===== config.mk =====
export PLATFORM = sky130hd
export DESIGN_NAME = windowed_byte_rate_meter_flat
export DESIGN_NICKNAME = d
export VERILOG_FILES = /design/src/rtl/core/wbrm_pkg.sv /design/src/rtl/core/wbrm_ifs.sv /design/src/rtl/core/windowed_byte_rate_meter.sv /design/src/rtl/core/wbrm_ctrl.sv /design/src/rtl/core/wbrm_dp.sv /design/src/flat_wrapper.sv
export SDC_FILE = /design/constraint.sdc
export NUM_CORES = 1
export LEC_CHECK = 0
export ABC_CLOCK_PERIOD_IN_PS = 7700
export BUFFER_PORTS_ARGS = -buffer_cell sky130_fd_sc_hd__buf_4
export CAP_MARGIN = 20
export CELL_PAD_IN_SITES_DETAIL_PLACEMENT = 0
export CELL_PAD_IN_SITES_GLOBAL_PLACEMENT = 1
export CORE_MARGIN = 2
export CORE_UTILIZATION = 48
export CTS_CLUSTER_DIAMETER = 150
export DETAILED_ROUTE_END_ITERATION = 16
export GPL_TIMING_DRIVEN = 0
export PLACE_DENSITY = 0.85
export SKIP_LAST_GASP = 1
export SYNTH_ARGS = -nofsm -noshare
export SYNTH_HDL_FRONTEND = slang
export SYNTH_SLANG_ARGS = --single-unit

===== constraint.sdc =====
create_clock -name i_clk -period 7.7 [get_ports i_clk]
set_clock_uncertainty 0.05 [all_clocks]
set_input_delay 1.925 -clock i_clk [delete_from_list [all_inputs] [get_ports i_clk]]
set_output_delay 1.925 -clock i_clk [all_outputs]
set_load 0.03 [all_outputs]

===== src/rtl/core/wbrm_pkg.sv =====
// shared constants and controller/datapath command and status types
// no dependencies
`default_nettype none

package wbrm_pkg;

    localparam int WINDOW_DEF = 5;
    localparam int DATA_W     = 32;
    localparam int DIGIT_W    = 4;
    localparam int NUM_DIGITS = DATA_W / DIGIT_W;

    localparam logic CMD_ADD   = 1'b0;
    localparam logic CMD_QUERY = 1'b1;

    typedef struct packed {
        logic latch;
        logic div_step;
        logic div_load_sum;
        logic a_rd;
        logic a_wr;
        logic q_rd;
        logic out_load;
    } t_dp_cmd;

    typedef struct packed {
        logic out_full;
    } t_dp_sts;

endpackage

`default_nettype wire


===== src/rtl/core/wbrm_ifs.sv =====
// valid/ready channel interfaces for the meter's input and result transfers
// no dependencies
`default_nettype none

interface wbrm_in_if;
    logic        valid;
    logic        ready;
    logic        command;
    logic        direction;
    logic [31:0] byte_count;
    logic [31:0] now_secs;

    modport source (output valid, command, direction, byte_count, now_secs, input ready);
    modport sink   (input valid, command, direction, byte_count, now_secs, output ready);
endinterface

interface wbrm_out_if;
    logic        valid;
    logic        ready;
    logic [31:0] bytes_per_sec;

    modport source (output valid, bytes_per_sec, input ready);
    modport sink   (input valid, bytes_per_sec, output ready);
endinterface

`default_nettype wire


===== src/rtl/core/windowed_byte_rate_meter.sv =====
// Windowed byte-rate meter with a download and an upload meter, each a ring of
// WINDOW one-second buckets (stamp and byte count) in a 2*WINDOW entry memory.
// An add transfer runs a 4-bit-per-cycle divider to find now_secs mod WINDOW,
// then a read and a read-modify-write of the bucket before ready returns. A
// query does one memory read per bucket through a two-stage age test and
// accumulate, then the divider does the floor division by WINDOW, then the
// result register is loaded.
// The result register holds one answer, so a new transfer is taken while the
// previous answer waits; a second query waits only to load its answer.
// Depends on wbrm_pkg, wbrm_ifs, wbrm_ctrl and wbrm_dp.
`default_nettype none

module windowed_byte_rate_meter #(
    parameter int WINDOW = wbrm_pkg::WINDOW_DEF
) (
    input  wire             i_clk,
    input  wire             i_rst_n,
    wbrm_in_if.sink         i_in,
    wbrm_out_if.source      o_out
);
    import wbrm_pkg::*;

    t_dp_cmd                    w_cmd;
    t_dp_sts                    w_sts;
    logic [$clog2(WINDOW)-1:0]  w_q_slot;
    logic                       w_in_ready;
    logic                       w_out_valid;
    logic [DATA_W-1:0]          w_bytes_per_sec;

    wbrm_ctrl #(
        .WINDOW (WINDOW)
    ) u_ctrl (
        .i_clk        (i_clk),
        .i_rst_n      (i_rst_n),
        .i_in_valid   (i_in.valid),
        .i_in_command (i_in.command),
        .o_in_ready   (w_in_ready),
        .i_sts        (w_sts),
        .o_cmd        (w_cmd),
        .o_q_slot     (w_q_slot)
    );

    wbrm_dp #(
        .WINDOW (WINDOW)
    ) u_dp (
        .i_clk           (i_clk),
        .i_rst_n         (i_rst_n),
        .i_cmd           (w_cmd),
        .o_sts           (w_sts),
        .i_q_slot        (w_q_slot),
        .i_direction     (i_in.direction),
        .i_byte_count    (i_in.byte_count),
        .i_now_secs      (i_in.now_secs),
        .o_out_valid     (w_out_valid),
        .i_out_ready     (o_out.ready),
        .o_bytes_per_sec (w_bytes_per_sec)
    );

    assign i_in.ready          = w_in_ready;
    assign o_out.valid         = w_out_valid;
    assign o_out.bytes_per_sec = w_bytes_per_sec;

endmodule

`default_nettype wire


===== src/rtl/core/wbrm_ctrl.sv =====
// sequencing state machine for add and query transfers
// depends on wbrm_pkg
`default_nettype none

module wbrm_ctrl #(
    parameter int WINDOW = wbrm_pkg::WINDOW_DEF
) (
    input  wire                          i_clk,
    input  wire                          i_rst_n,
    input  wire                          i_in_valid,
    input  wire                          i_in_command,
    output logic                         o_in_ready,
    input  wire wbrm_pkg::t_dp_sts       i_sts,
    output wbrm_pkg::t_dp_cmd            o_cmd,
    output logic [$clog2(WINDOW)-1:0]    o_q_slot
);
    import wbrm_pkg::*;

    localparam int RW      = $clog2(WINDOW);
    localparam int CNT_MAX = (WINDOW + 1 > NUM_DIGITS - 1) ? WINDOW + 1 : NUM_DIGITS - 1;
    localparam int CNT_W   = $clog2(CNT_MAX + 1);

    typedef enum logic [7:0] {
        S_IDLE = 8'b0000_0001,
        S_MOD  = 8'b0000_0010,
        S_ARD  = 8'b0000_0100,
        S_AWR  = 8'b0000_1000,
        S_QRD  = 8'b0001_0000,
        S_QLD  = 8'b0010_0000,
        S_QDIV = 8'b0100_0000,
        S_PUT  = 8'b1000_0000
    } t_state;

    t_state           r_state, n_state;
    logic [CNT_W-1:0] r_cnt, n_cnt;

    always_ff @(posedge i_clk) begin
        if (!i_rst_n) begin
            r_state <= S_IDLE;
            r_cnt   <= '0;
        end else begin
            r_state <= n_state;
            r_cnt   <= n_cnt;
        end
    end

    assign o_q_slot = r_cnt[RW-1:0];

    always_comb begin
        n_state    = r_state;
        n_cnt      = r_cnt;
        o_cmd      = '0;
        o_in_ready = 1'b0;
        case (r_state)
            S_IDLE: begin
                o_in_ready = 1'b1;
                if (i_in_valid) begin
                    o_cmd.latch = 1'b1;
                    n_cnt       = '0;
                    n_state     = (i_in_command == CMD_QUERY) ? S_QRD : S_MOD;
                end
            end
            S_MOD: begin
                o_cmd.div_step = 1'b1;
                n_cnt          = r_cnt + 1'b1;
                if (r_cnt == CNT_W'(NUM_DIGITS - 1)) begin
                    n_state = S_ARD;
                end
            end
            S_ARD: begin
                o_cmd.a_rd = 1'b1;
                n_state    = S_AWR;
            end
            S_AWR: begin
                o_cmd.a_wr = 1'b1;
                n_state    = S_IDLE;
            end
            S_QRD: begin
                o_cmd.q_rd = (r_cnt < CNT_W'(WINDOW));
                n_cnt      = r_cnt + 1'b1;
                if (r_cnt == CNT_W'(WINDOW + 1)) begin
                    n_state = S_QLD;
                end
            end
            S_QLD: begin
                o_cmd.div_load_sum = 1'b1;
                n_cnt              = '0;
                n_state            = S_QDIV;
            end
            S_QDIV: begin
                o_cmd.div_step = 1'b1;
                n_cnt          = r_cnt + 1'b1;
                if (r_cnt == CNT_W'(NUM_DIGITS - 1)) begin
                    n_state = S_PUT;
                end
            end
            S_PUT: begin
                if (!i_sts.out_full) begin
                    o_cmd.out_load = 1'b1;
                    n_state        = S_IDLE;
                end
            end
            default: begin
                n_state = S_IDLE;
            end
        endcase
    end

endmodule

`default_nettype wire


===== src/rtl/core/wbrm_dp.sv =====
// bucket memory, digit-serial divider, window accumulator and result register
// depends on wbrm_pkg
`default_nettype none

module wbrm_dp #(
    parameter int WINDOW = wbrm_pkg::WINDOW_DEF
) (
    input  wire                               i_clk,
    input  wire                               i_rst_n,
    input  wire wbrm_pkg::t_dp_cmd            i_cmd,
    output wbrm_pkg::t_dp_sts                 o_sts,
    input  wire [$clog2(WINDOW)-1:0]          i_q_slot,
    input  wire                               i_direction,
    input  wire [wbrm_pkg::DATA_W-1:0]        i_byte_count,
    input  wire [wbrm_pkg::DATA_W-1:0]        i_now_secs,
    output logic                              o_out_valid,
    input  wire                               i_out_ready,
    output logic [wbrm_pkg::DATA_W-1:0]       o_bytes_per_sec
);
    import wbrm_pkg::*;

    localparam int RW    = $clog2(WINDOW);
    localparam int MEM_D = 2 * WINDOW;
    localparam int AW    = $clog2(MEM_D);
    localparam int VAL_W = RW + DIGIT_W;
    localparam int TAB_D = 2 ** VAL_W;

    // constant digit tables for division by the window length
    logic [DIGIT_W-1:0] w_qtab [TAB_D];
    logic [RW-1:0]      w_rtab [TAB_D];

    for (genvar v = 0; v < TAB_D; v++) begin : g_tab
        assign w_qtab[v] = DIGIT_W'(v / WINDOW);
        assign w_rtab[v] = RW'(v % WINDOW);
    end

    logic                  r_dir;
    logic [DATA_W-1:0]     r_bytes_in;
    logic [DATA_W-1:0]     r_now;
    logic [DATA_W-1:0]     r_num;
    logic [RW-1:0]         r_rem;
    logic [DATA_W-1:0]     r_quo;
    logic [DATA_W-1:0]     r_sum;
    logic [2*DATA_W-1:0]   r_mem [MEM_D];
    logic [MEM_D-1:0]      r_vld;
    logic [2*DATA_W-1:0]   r_rd_word;
    logic                  r_rd_ok;
    logic                  r_rd_pend;
    logic                  r_hit;
    logic [DATA_W-1:0]     r_hit_bytes;
    logic                  r_hit_pend;
    logic                  r_out_vld;
    logic [DATA_W-1:0]     r_out_data;

    logic [VAL_W-1:0]      w_val;
    logic [RW-1:0]         w_slot;
    logic [AW-1:0]         w_addr;
    logic [DATA_W-1:0]     w_stamp;
    logic [DATA_W-1:0]     w_cnt;
    logic [DATA_W-1:0]     w_age;
    logic                  w_hit;
    logic [DATA_W-1:0]     w_new_cnt;

    assign w_val   = {r_rem, r_num[DATA_W-1 -: DIGIT_W]};
    assign w_slot  = (i_cmd.a_rd || i_cmd.a_wr) ? r_rem : i_q_slot;
    assign w_addr  = (r_dir ? AW'(WINDOW) : AW'(0)) + AW'(w_slot);
    assign w_stamp = r_rd_ok ? r_rd_word[2*DATA_W-1 -: DATA_W] : '0;
    assign w_cnt   = r_rd_ok ? r_rd_word[DATA_W-1:0] : '0;
    assign w_age   = r_now - w_stamp;
    assign w_hit   = (w_stamp != '0) && (w_age[DATA_W-1] || (w_age <= DATA_W'(WINDOW)));
    assign w_new_cnt = (w_stamp == r_now) ? (w_cnt + r_bytes_in) : r_bytes_in;

    // input latch and digit-serial divider
    always_ff @(posedge i_clk) begin
        if (i_cmd.latch) begin
            r_dir      <= i_direction;
            r_bytes_in <= i_byte_count;
            r_now      <= i_now_secs;
            r_num      <= i_now_secs;
            r_rem      <= '0;
        end else if (i_cmd.div_load_sum) begin
            r_num <= r_sum;
            r_rem <= '0;
        end else if (i_cmd.div_step) begin
            r_num <= r_num << DIGIT_W;
            r_rem <= w_rtab[w_val];
            r_quo <= {r_quo[DATA_W-DIGIT_W-1:0], w_qtab[w_val]};
        end
    end

    // bucket memory
    always_ff @(posedge i_clk) begin
        if (i_cmd.a_wr) begin
            r_mem[w_addr] <= {r_now, w_new_cnt};
        end
        r_rd_word <= r_mem[w_addr];
        r_rd_ok   <= r_vld[w_addr];
    end

    always_ff @(posedge i_clk) begin
        if (!i_rst_n) begin
            r_vld <= '0;
        end else if (i_cmd.a_wr) begin
            r_vld[w_addr] <= 1'b1;
        end
    end

    // window scan pipeline
    always_ff @(posedge i_clk) begin
        if (!i_rst_n) begin
            r_rd_pend  <= 1'b0;
            r_hit_pend <= 1'b0;
        end else begin
            r_rd_pend  <= i_cmd.q_rd;
            r_hit_pend <= r_rd_pend;
        end
    end

    always_ff @(posedge i_clk) begin
        r_hit       <= w_hit;
        r_hit_bytes <= w_cnt;
        if (i_cmd.latch) begin
            r_sum <= '0;
        end else if (r_hit_pend && r_hit) begin
            r_sum <= r_sum + r_hit_bytes;
        end
    end

    // result register
    always_ff @(posedge i_clk) begin
        if (!i_rst_n) begin
            r_out_vld <= 1'b0;
        end else if (i_cmd.out_load) begin
            r_out_vld <= 1'b1;
        end else if (i_out_ready) begin
            r_out_vld <= 1'b0;
        end
    end

    always_ff @(posedge i_clk) begin
        if (i_cmd.out_load) begin
            r_out_data <= r_quo;
        end
    end

    assign o_sts.out_full  = r_out_vld;
    assign o_out_valid     = r_out_vld;
    assign o_bytes_per_sec = r_out_data;

endmodule

`default_nettype wire

===== src/flat_wrapper.sv =====
// flat-port wrapper written by rule: the top's interface ports become plain ports
module windowed_byte_rate_meter_flat import wbrm_pkg::*;
#(
    parameter int WINDOW = wbrm_pkg::WINDOW_DEF
)
  (i_clk, i_rst_n, i_in_valid, i_in_command, i_in_direction, i_in_byte_count, i_in_now_secs, i_in_ready, o_out_valid, o_out_bytes_per_sec, o_out_ready);
  wbrm_in_if i_in_i ();
  wbrm_out_if o_out_i ();
  input  wire i_clk;
  input  wire i_rst_n;
  input wire logic [$bits(i_in_i.valid)-1:0] i_in_valid;
  input wire logic [$bits(i_in_i.command)-1:0] i_in_command;
  input wire logic [$bits(i_in_i.direction)-1:0] i_in_direction;
  input wire logic [$bits(i_in_i.byte_count)-1:0] i_in_byte_count;
  input wire logic [$bits(i_in_i.now_secs)-1:0] i_in_now_secs;
  output wire logic [$bits(i_in_i.ready)-1:0] i_in_ready;
  output wire logic [$bits(o_out_i.valid)-1:0] o_out_valid;
  output wire logic [$bits(o_out_i.bytes_per_sec)-1:0] o_out_bytes_per_sec;
  input wire logic [$bits(o_out_i.ready)-1:0] o_out_ready;
  assign i_in_i.valid = i_in_valid;
  assign i_in_i.command = i_in_command;
  assign i_in_i.direction = i_in_direction;
  assign i_in_i.byte_count = i_in_byte_count;
  assign i_in_i.now_secs = i_in_now_secs;
  assign i_in_ready = i_in_i.ready;
  assign o_out_valid = o_out_i.valid;
  assign o_out_bytes_per_sec = o_out_i.bytes_per_sec;
  assign o_out_i.ready = o_out_ready;
  windowed_byte_rate_meter #(.WINDOW(WINDOW)) u_core (.i_clk(i_clk), .i_rst_n(i_rst_n), .i_in(i_in_i), .o_out(o_out_i));
endmodule

Word level (Yosys, flattened, before mapping)
Memory sizes are Yosys's and may differ from the RTL's. A register that Yosys moved wholly into a read port is not among the register bits.
Cells that the tools add are included.
{"block": "word_totals", "register_bits": 251, "ram_bits": 640, "mem_bits_ro": 896, "out_inout_bits": 34, "wordCells": 101, "mem_count": 3}
{"block": "op_classes", "n_addsub": 5, "n_lt_le_gt_ge": 5, "n_eq_ne": 16, "mux": 36, "bitwise": 4, "n_reduce_logical": 16}
{"memory": "u_core.u_dp.r_mem", "depth": 10, "width": 64, "read_ports": 1, "rd_ports_with_merged_regs": 1, "wr": 1, "line": "wbrm_dp.sv:44", "rtl": "logic [2*DATA_W-1:0] r_mem [MEM_D];"}
{"memory": "(name not given)", "depth": 128, "width": 4, "read_ports": 1, "rd_ports_with_merged_regs": 1, "wr": 0, "line": "wbrm_dp.sv:87", "rtl": "r_quo <= {r_quo[DATA_W-DIGIT_W-1:0], w_qtab[w_val]};"}
{"memory": "(name not given)", "depth": 128, "width": 3, "read_ports": 1, "rd_ports_with_merged_regs": 1, "wr": 0, "line": "wbrm_dp.sv:86", "rtl": "r_rem <= w_rtab[w_val];"}
{"op": "$mux 32", "count": 6}
{"op": "$add 32x32->32", "count": 2}
{"op": "$pmux 8 s7", "count": 1}
{"op": "$mux 8", "count": 5}
{"op": "$eq 32x32->1", "count": 1}
{"op": "$le 32x3->1 const B", "count": 1}
{"op": "$reduce_bool 32->1", "count": 1}
{"op": "$sub 32x32->32", "count": 1}
{"op": "$mux 1", "count": 15}
{"op": "$ne 2x2->1 const B", "count": 5}
{"op": "$or 10x10->10", "count": 1}
{"op": "$mux 3", "count": 3}
{"op": "$pmux 3 s3", "count": 1}
{"op": "$eq 8x1->1 const B", "count": 1}
{"op": "$eq 8x2->1 const B", "count": 1}
{"op": "$eq 8x3->1 const B", "count": 1}
{"op": "$eq 8x4->1 const B", "count": 1}
{"op": "$eq 8x5->1 const B", "count": 1}
{"op": "$eq 8x6->1 const B", "count": 1}
{"op": "$eq 8x7->1 const B", "count": 1}
{"op": "$eq 8x8->1 const B", "count": 1}
{"op": "$ge 8x8->1 const B", "count": 1}
{"op": "$mux 4", "count": 2}
{"op": "$not 7->8", "count": 1}
{"op": "19 further kinds", "count": 27}

Depth between registers and ports, before layout
{"block": "logic_depth", "ltp_word": 10, "ltp_mapped": 16}

Cells and area by module
From an unflattened synthesis, not the netlist that was laid out.
{"block": "unflattened", "cells_unflattened": 2830, "hier_area_um2": 40679.0}
{"mod": "wbrm_dp", "instances": 1, "cells_each": 2740, "area_each_um2": 39927.0, "seq_area_each_um2": 26975.9}
{"mod": "wbrm_ctrl", "instances": 1, "cells_each": 90, "area_each_um2": 752.0, "seq_area_each_um2": 220.2}

Worst setup path after synthesis
OpenSTA, ideal clock, no wires.
{"block": "synth_path", "kind": "register to register", "start": "reg u_core.u_ctrl.r_state[1]", "end": "mem u_core.u_dp.r_mem[9][0] (netlist bit) (enable)", "setup_ns": 0.567, "arrival_ns": 7.275, "slack_ns": -0.192, "path_stages_with_launch": 11, "path_buffers": 3, "period_less_slack_ns": 7.892, "path_cell_list": "dfxtp_1 or4_4 nor3_4 o21ai_2 mux2_2 ha_1 clkbuf_1 clkbuf_1 clkbuf_1 nand2_1 nor3_1"}
{"block": "synth_via", "elab_chain_cells": 5, "elab_cells_between_ends": 9, "cone_classes": "add/sub: 1; eq/ne: 2; mux: 5; reduce/logical: 1"}
{"element": "from (decl)", "line": "wbrm_ctrl.sv:34", "rtl": "t_state r_state, n_state;"}
{"element": "from (signal assigned)", "line": "wbrm_ctrl.sv:42", "rtl": "r_state <= n_state;"}
{"element": "$eq 8x3->1 or $eq 8x4->1 (tied branches)", "line": "wbrm_ctrl.sv:54", "rtl": "case (r_state)"}
{"element": "$mux 1", "line": "wbrm_ctrl.sv:54"}
{"element": "$logic_or 1x1->1", "line": "wbrm_dp.sv:65", "rtl": "assign w_slot = (i_cmd.a_rd || i_cmd.a_wr) ? r_rem : i_q_slot;"}
{"element": "$mux 3", "line": "wbrm_dp.sv:65"}
{"element": "$add 3x3->4", "line": "wbrm_dp.sv:66", "rtl": "assign w_addr = (r_dir ? AW'(WINDOW) : AW'(0)) + AW'(w_slot);"}
{"element": "to (decl)", "line": "wbrm_dp.sv:44"}
Parallel ways exist; a longest one is shown, timed or not.

Final worst setup path
{"block": "layout_path", "start": "reg u_core.u_ctrl.r_state[1]", "end": "mem u_core.u_dp.r_mem[7][37] (netlist bit) (enable)"}
Same word-level chain as after synthesis.

==> flow_metrics.tcl <==
set metrics [dict create \
    synthTopCellsByArea "edfxtp_1 (59%), dfxtp_1 (7.7%), mux4_2 (7.4%)" \
    core_area_sq_um 83690 \
    avgSynthCellArea_sq_um 14.28 \
    drv_cap 0 \
    max_freq_mhz 151.9 \
    power_leakage_nw 16.11 \
    yosysUniqueCellTypes 86 \
    overflow 0 \
    run_status "completed" \
    setup_ws_ns 1.118 \
    htree_levels 3 \
    synth-edff-count 801 \
    finalMaxSlewViolations 0 \
    yosysTopAreaCell "edfxtp_1" \
    grt_pass1_wl_microns 156400 \
    rows 106 \
    clock_path_buffers 3 \
    vias 25560 \
    min_period_ns 6.582 \
    min_from "u_core.u_dp.r_quo[28]$_DFFE_PP_" \
    cts.sinks 958 \
    syn2layout_area_growth_pct 15.66 \
    num-nets-final 3262 \
    yosysWarnings 0 \
    cts-buffers-inserted 97 \
    io_buffer_count 103 \
    vdd_drop_max_mv 0.2492 \
    die_h_microns 294.8 \
    finalWeightedCongestion 0.9166 \
    hold_viol_final 0 \
    clk_pin_slew_worst_paths_ns 0.06 \
    wl_microns 105400 \
    detail-route-antenna-nets 0 \
    routed_via_density 5.940 \
    dp.cells 4116 \
    startpoint "u_core.u_ctrl.r_state[1]$_SDFFE_PN0P_" \
    cts_resized 0 \
    post-route-util_pct 56.08 \
    netlist_area_sq_um 40580 \
    drcViolationCount 0 \
    pin_count 104 \
    async_reset_ff_share_pct 0 \
    critPathKind "reg -> reg" \
    clock_latency_ns 0.68 \
    drt_iter0_drc 2607 \
    synth_top_area_share_pct 59.27 \
    place_area_sq_um 43540 \
    endpoint_kind "register" \
    design_area_sq_um 46930 \
    hold_depth 0 \
    dp_hpwl_microns 72640 \
    start_util_pct 48.49 \
    rsz0062_at_grt "no" \
    cts_tree "done" \
    synth_most_common_cell "edfxtp_1" \
    r2r_cells 13 \
    ys_seq_elements 958 \
    tightest_slew_ns 1.153 \
    post_cts_buffers 0 \
    fin_setup_tns_ns 0 \
    final.period_utilization_pct 85.48 \
    syn-instance-count 2841 \
    grt_max_degree 75 \
    r2r_start "u_core.u_ctrl.r_state[1]$_SDFFE_PN0P_" \
    die-area_sq_um 86880 \
    synth_top_flop_cell "edfxtp_1" \
    power_mw 14.26 \
    antenna_found_initial 1 \
    synth_nets 3017 \
    min_path_type "reg -> reg" \
    powerDensity_nw_per_um2 303.9 \
    ctsHoldBuffers 0 \
    fillCellCount 6497 \
    grt_pass1_vias 25480 \
    wl_per_cell_microns 24.49 \
    start_kind "register" \
    root_buffer "clkbuf_16" \
    netlist_top_cells_count "edfxtp_1 (801), nand2_1 (366), dfxtp_1 (157)" \
    grtUsageTotal_pct 24.16 \
    r2r_slack_ns 1.12 \
    cp_data_arrival_time_ns 6.88 \
    post-place-ws_ns 1.109 \
    drive_gt1_share_pct 15.94 \
    fin_cells 4304 \
    dr.pass1.iters 5 \
    r2r_end "u_core.u_dp.r_mem[7][37]$_DFFE_PP_" \
    path_max_fanout 24 \
    holdWs_ns 0.3697 \
    finalSetupViolations 0 \
    die_w_microns 294.8 \
    whs_endpoint "u_core.u_dp.o_bytes_per_sec[28]$_DFFE_PP_" \
    critPathRequiredTime_ns 8.00 \
    seq_area_frac_synth_pct 67.02 \
    max_slew_margin_pct 23.13 \
]
==> where the power goes <==
part,switching (mW),internal [mW]
Combinational,1.78,1.06
Sequential,0.316,6.24
Clock,1.98,2.89
==> routing by layer <==
metal  track usage, %  share of wire [%]  up-vias
met5                0                  0        -
met4            9.321                3.7        0
met3            4.125                7.2      187
met2            39.31                 48     1115
met1            32.60                 41    12830
li1                 -                  -    11430
==> cell families after synthesis <==
family	share of synthesized area [%]
DFF	67.02
and+or+nand+nor	9.438
AOI/OAI and AO/OA	9.031
buffers and inverters	1.933
muxes	7.937
adders and majority gates	3.324
xor gates and xnor gates	1.317
==> cell type report <==
cell class              count  area (sq um)  area share [%]
repair buffers            146          1506           3.210
flip-flops and latches    958         27200           57.95
plain buffers             142         608.1           1.296
inverters                  47         176.4          0.3759
clock buffers             134          2676           5.702
diodes                      1         2.502        0.005332
multi-input cells        1694         12680           27.02
well taps                1134          1419           3.023
clock inverters            48         665.6           1.418
==> layout by cell type (no fill, tap or decap), drive strengths merged, types with 41 or more instances in the layout <==
cell type	count
inv	50
dfxtp	157
a211oi	79
ha	103
edfxtp	801
mux4	133
o21ai	104
a31oi	107
a21oi	133
nand2	367
nor2	115
buf	189
nor2b	85
clkbuf	233
a21o	41
==> registers in the layout (all words and copies together), names as in the netlist, 3 cells and up <==
name	count
u_core.u_dp.o_bytes_per_sec	32
u_core.u_dp.r_hit_bytes	32
u_core.u_dp.r_mem	640
u_core.u_ctrl.o_q_slot	3
u_core.u_ctrl.r_state	8
u_core.u_dp.r_rem	3
u_core.u_dp.r_quo	32
u_core.u_dp.r_bytes_in	32
u_core.u_dp.r_num	32
u_core.u_dp.r_vld	10
u_core.u_dp.r_rd_word	64
u_core.u_dp.r_sum	32
u_core.u_dp.r_now	32
==> worst max path at each step <==
stage	to	slack (ns)
finish	u_core.u_dp.r_mem[7][37]$_DFFE_PP_	1.12
global route	u_core.u_dp.r_mem[7][37]$_DFFE_PP_	0.93
CTS	u_core.u_dp.r_mem[7][37]$_DFFE_PP_	1.05
global placement	u_core.u_dp.r_mem[8][29]$_DFFE_PP_	-4.71
detailed placement	u_core.u_dp.r_mem[7][38]$_DFFE_PP_	1.11
floorplan	u_core.u_dp.r_mem[8][0]$_DFFE_PP_	0.13
==> critical path, stage by stage (launching register included) <==
cell and delay, ns:
dfxtp_1 0.35, or4_4 0.58, nor3_4 0.25, o21ai_2 0.16
mux2_2 0.30, ha_1 0.19, ha_1 0.27, clkbuf_1 0.83
clkbuf_1 0.86, buf_1 0.61, nand4_1 0.41, nor2_4 0.82
buf_12 0.30, buf_12 0.23
(Power assumes the default switching activity.)
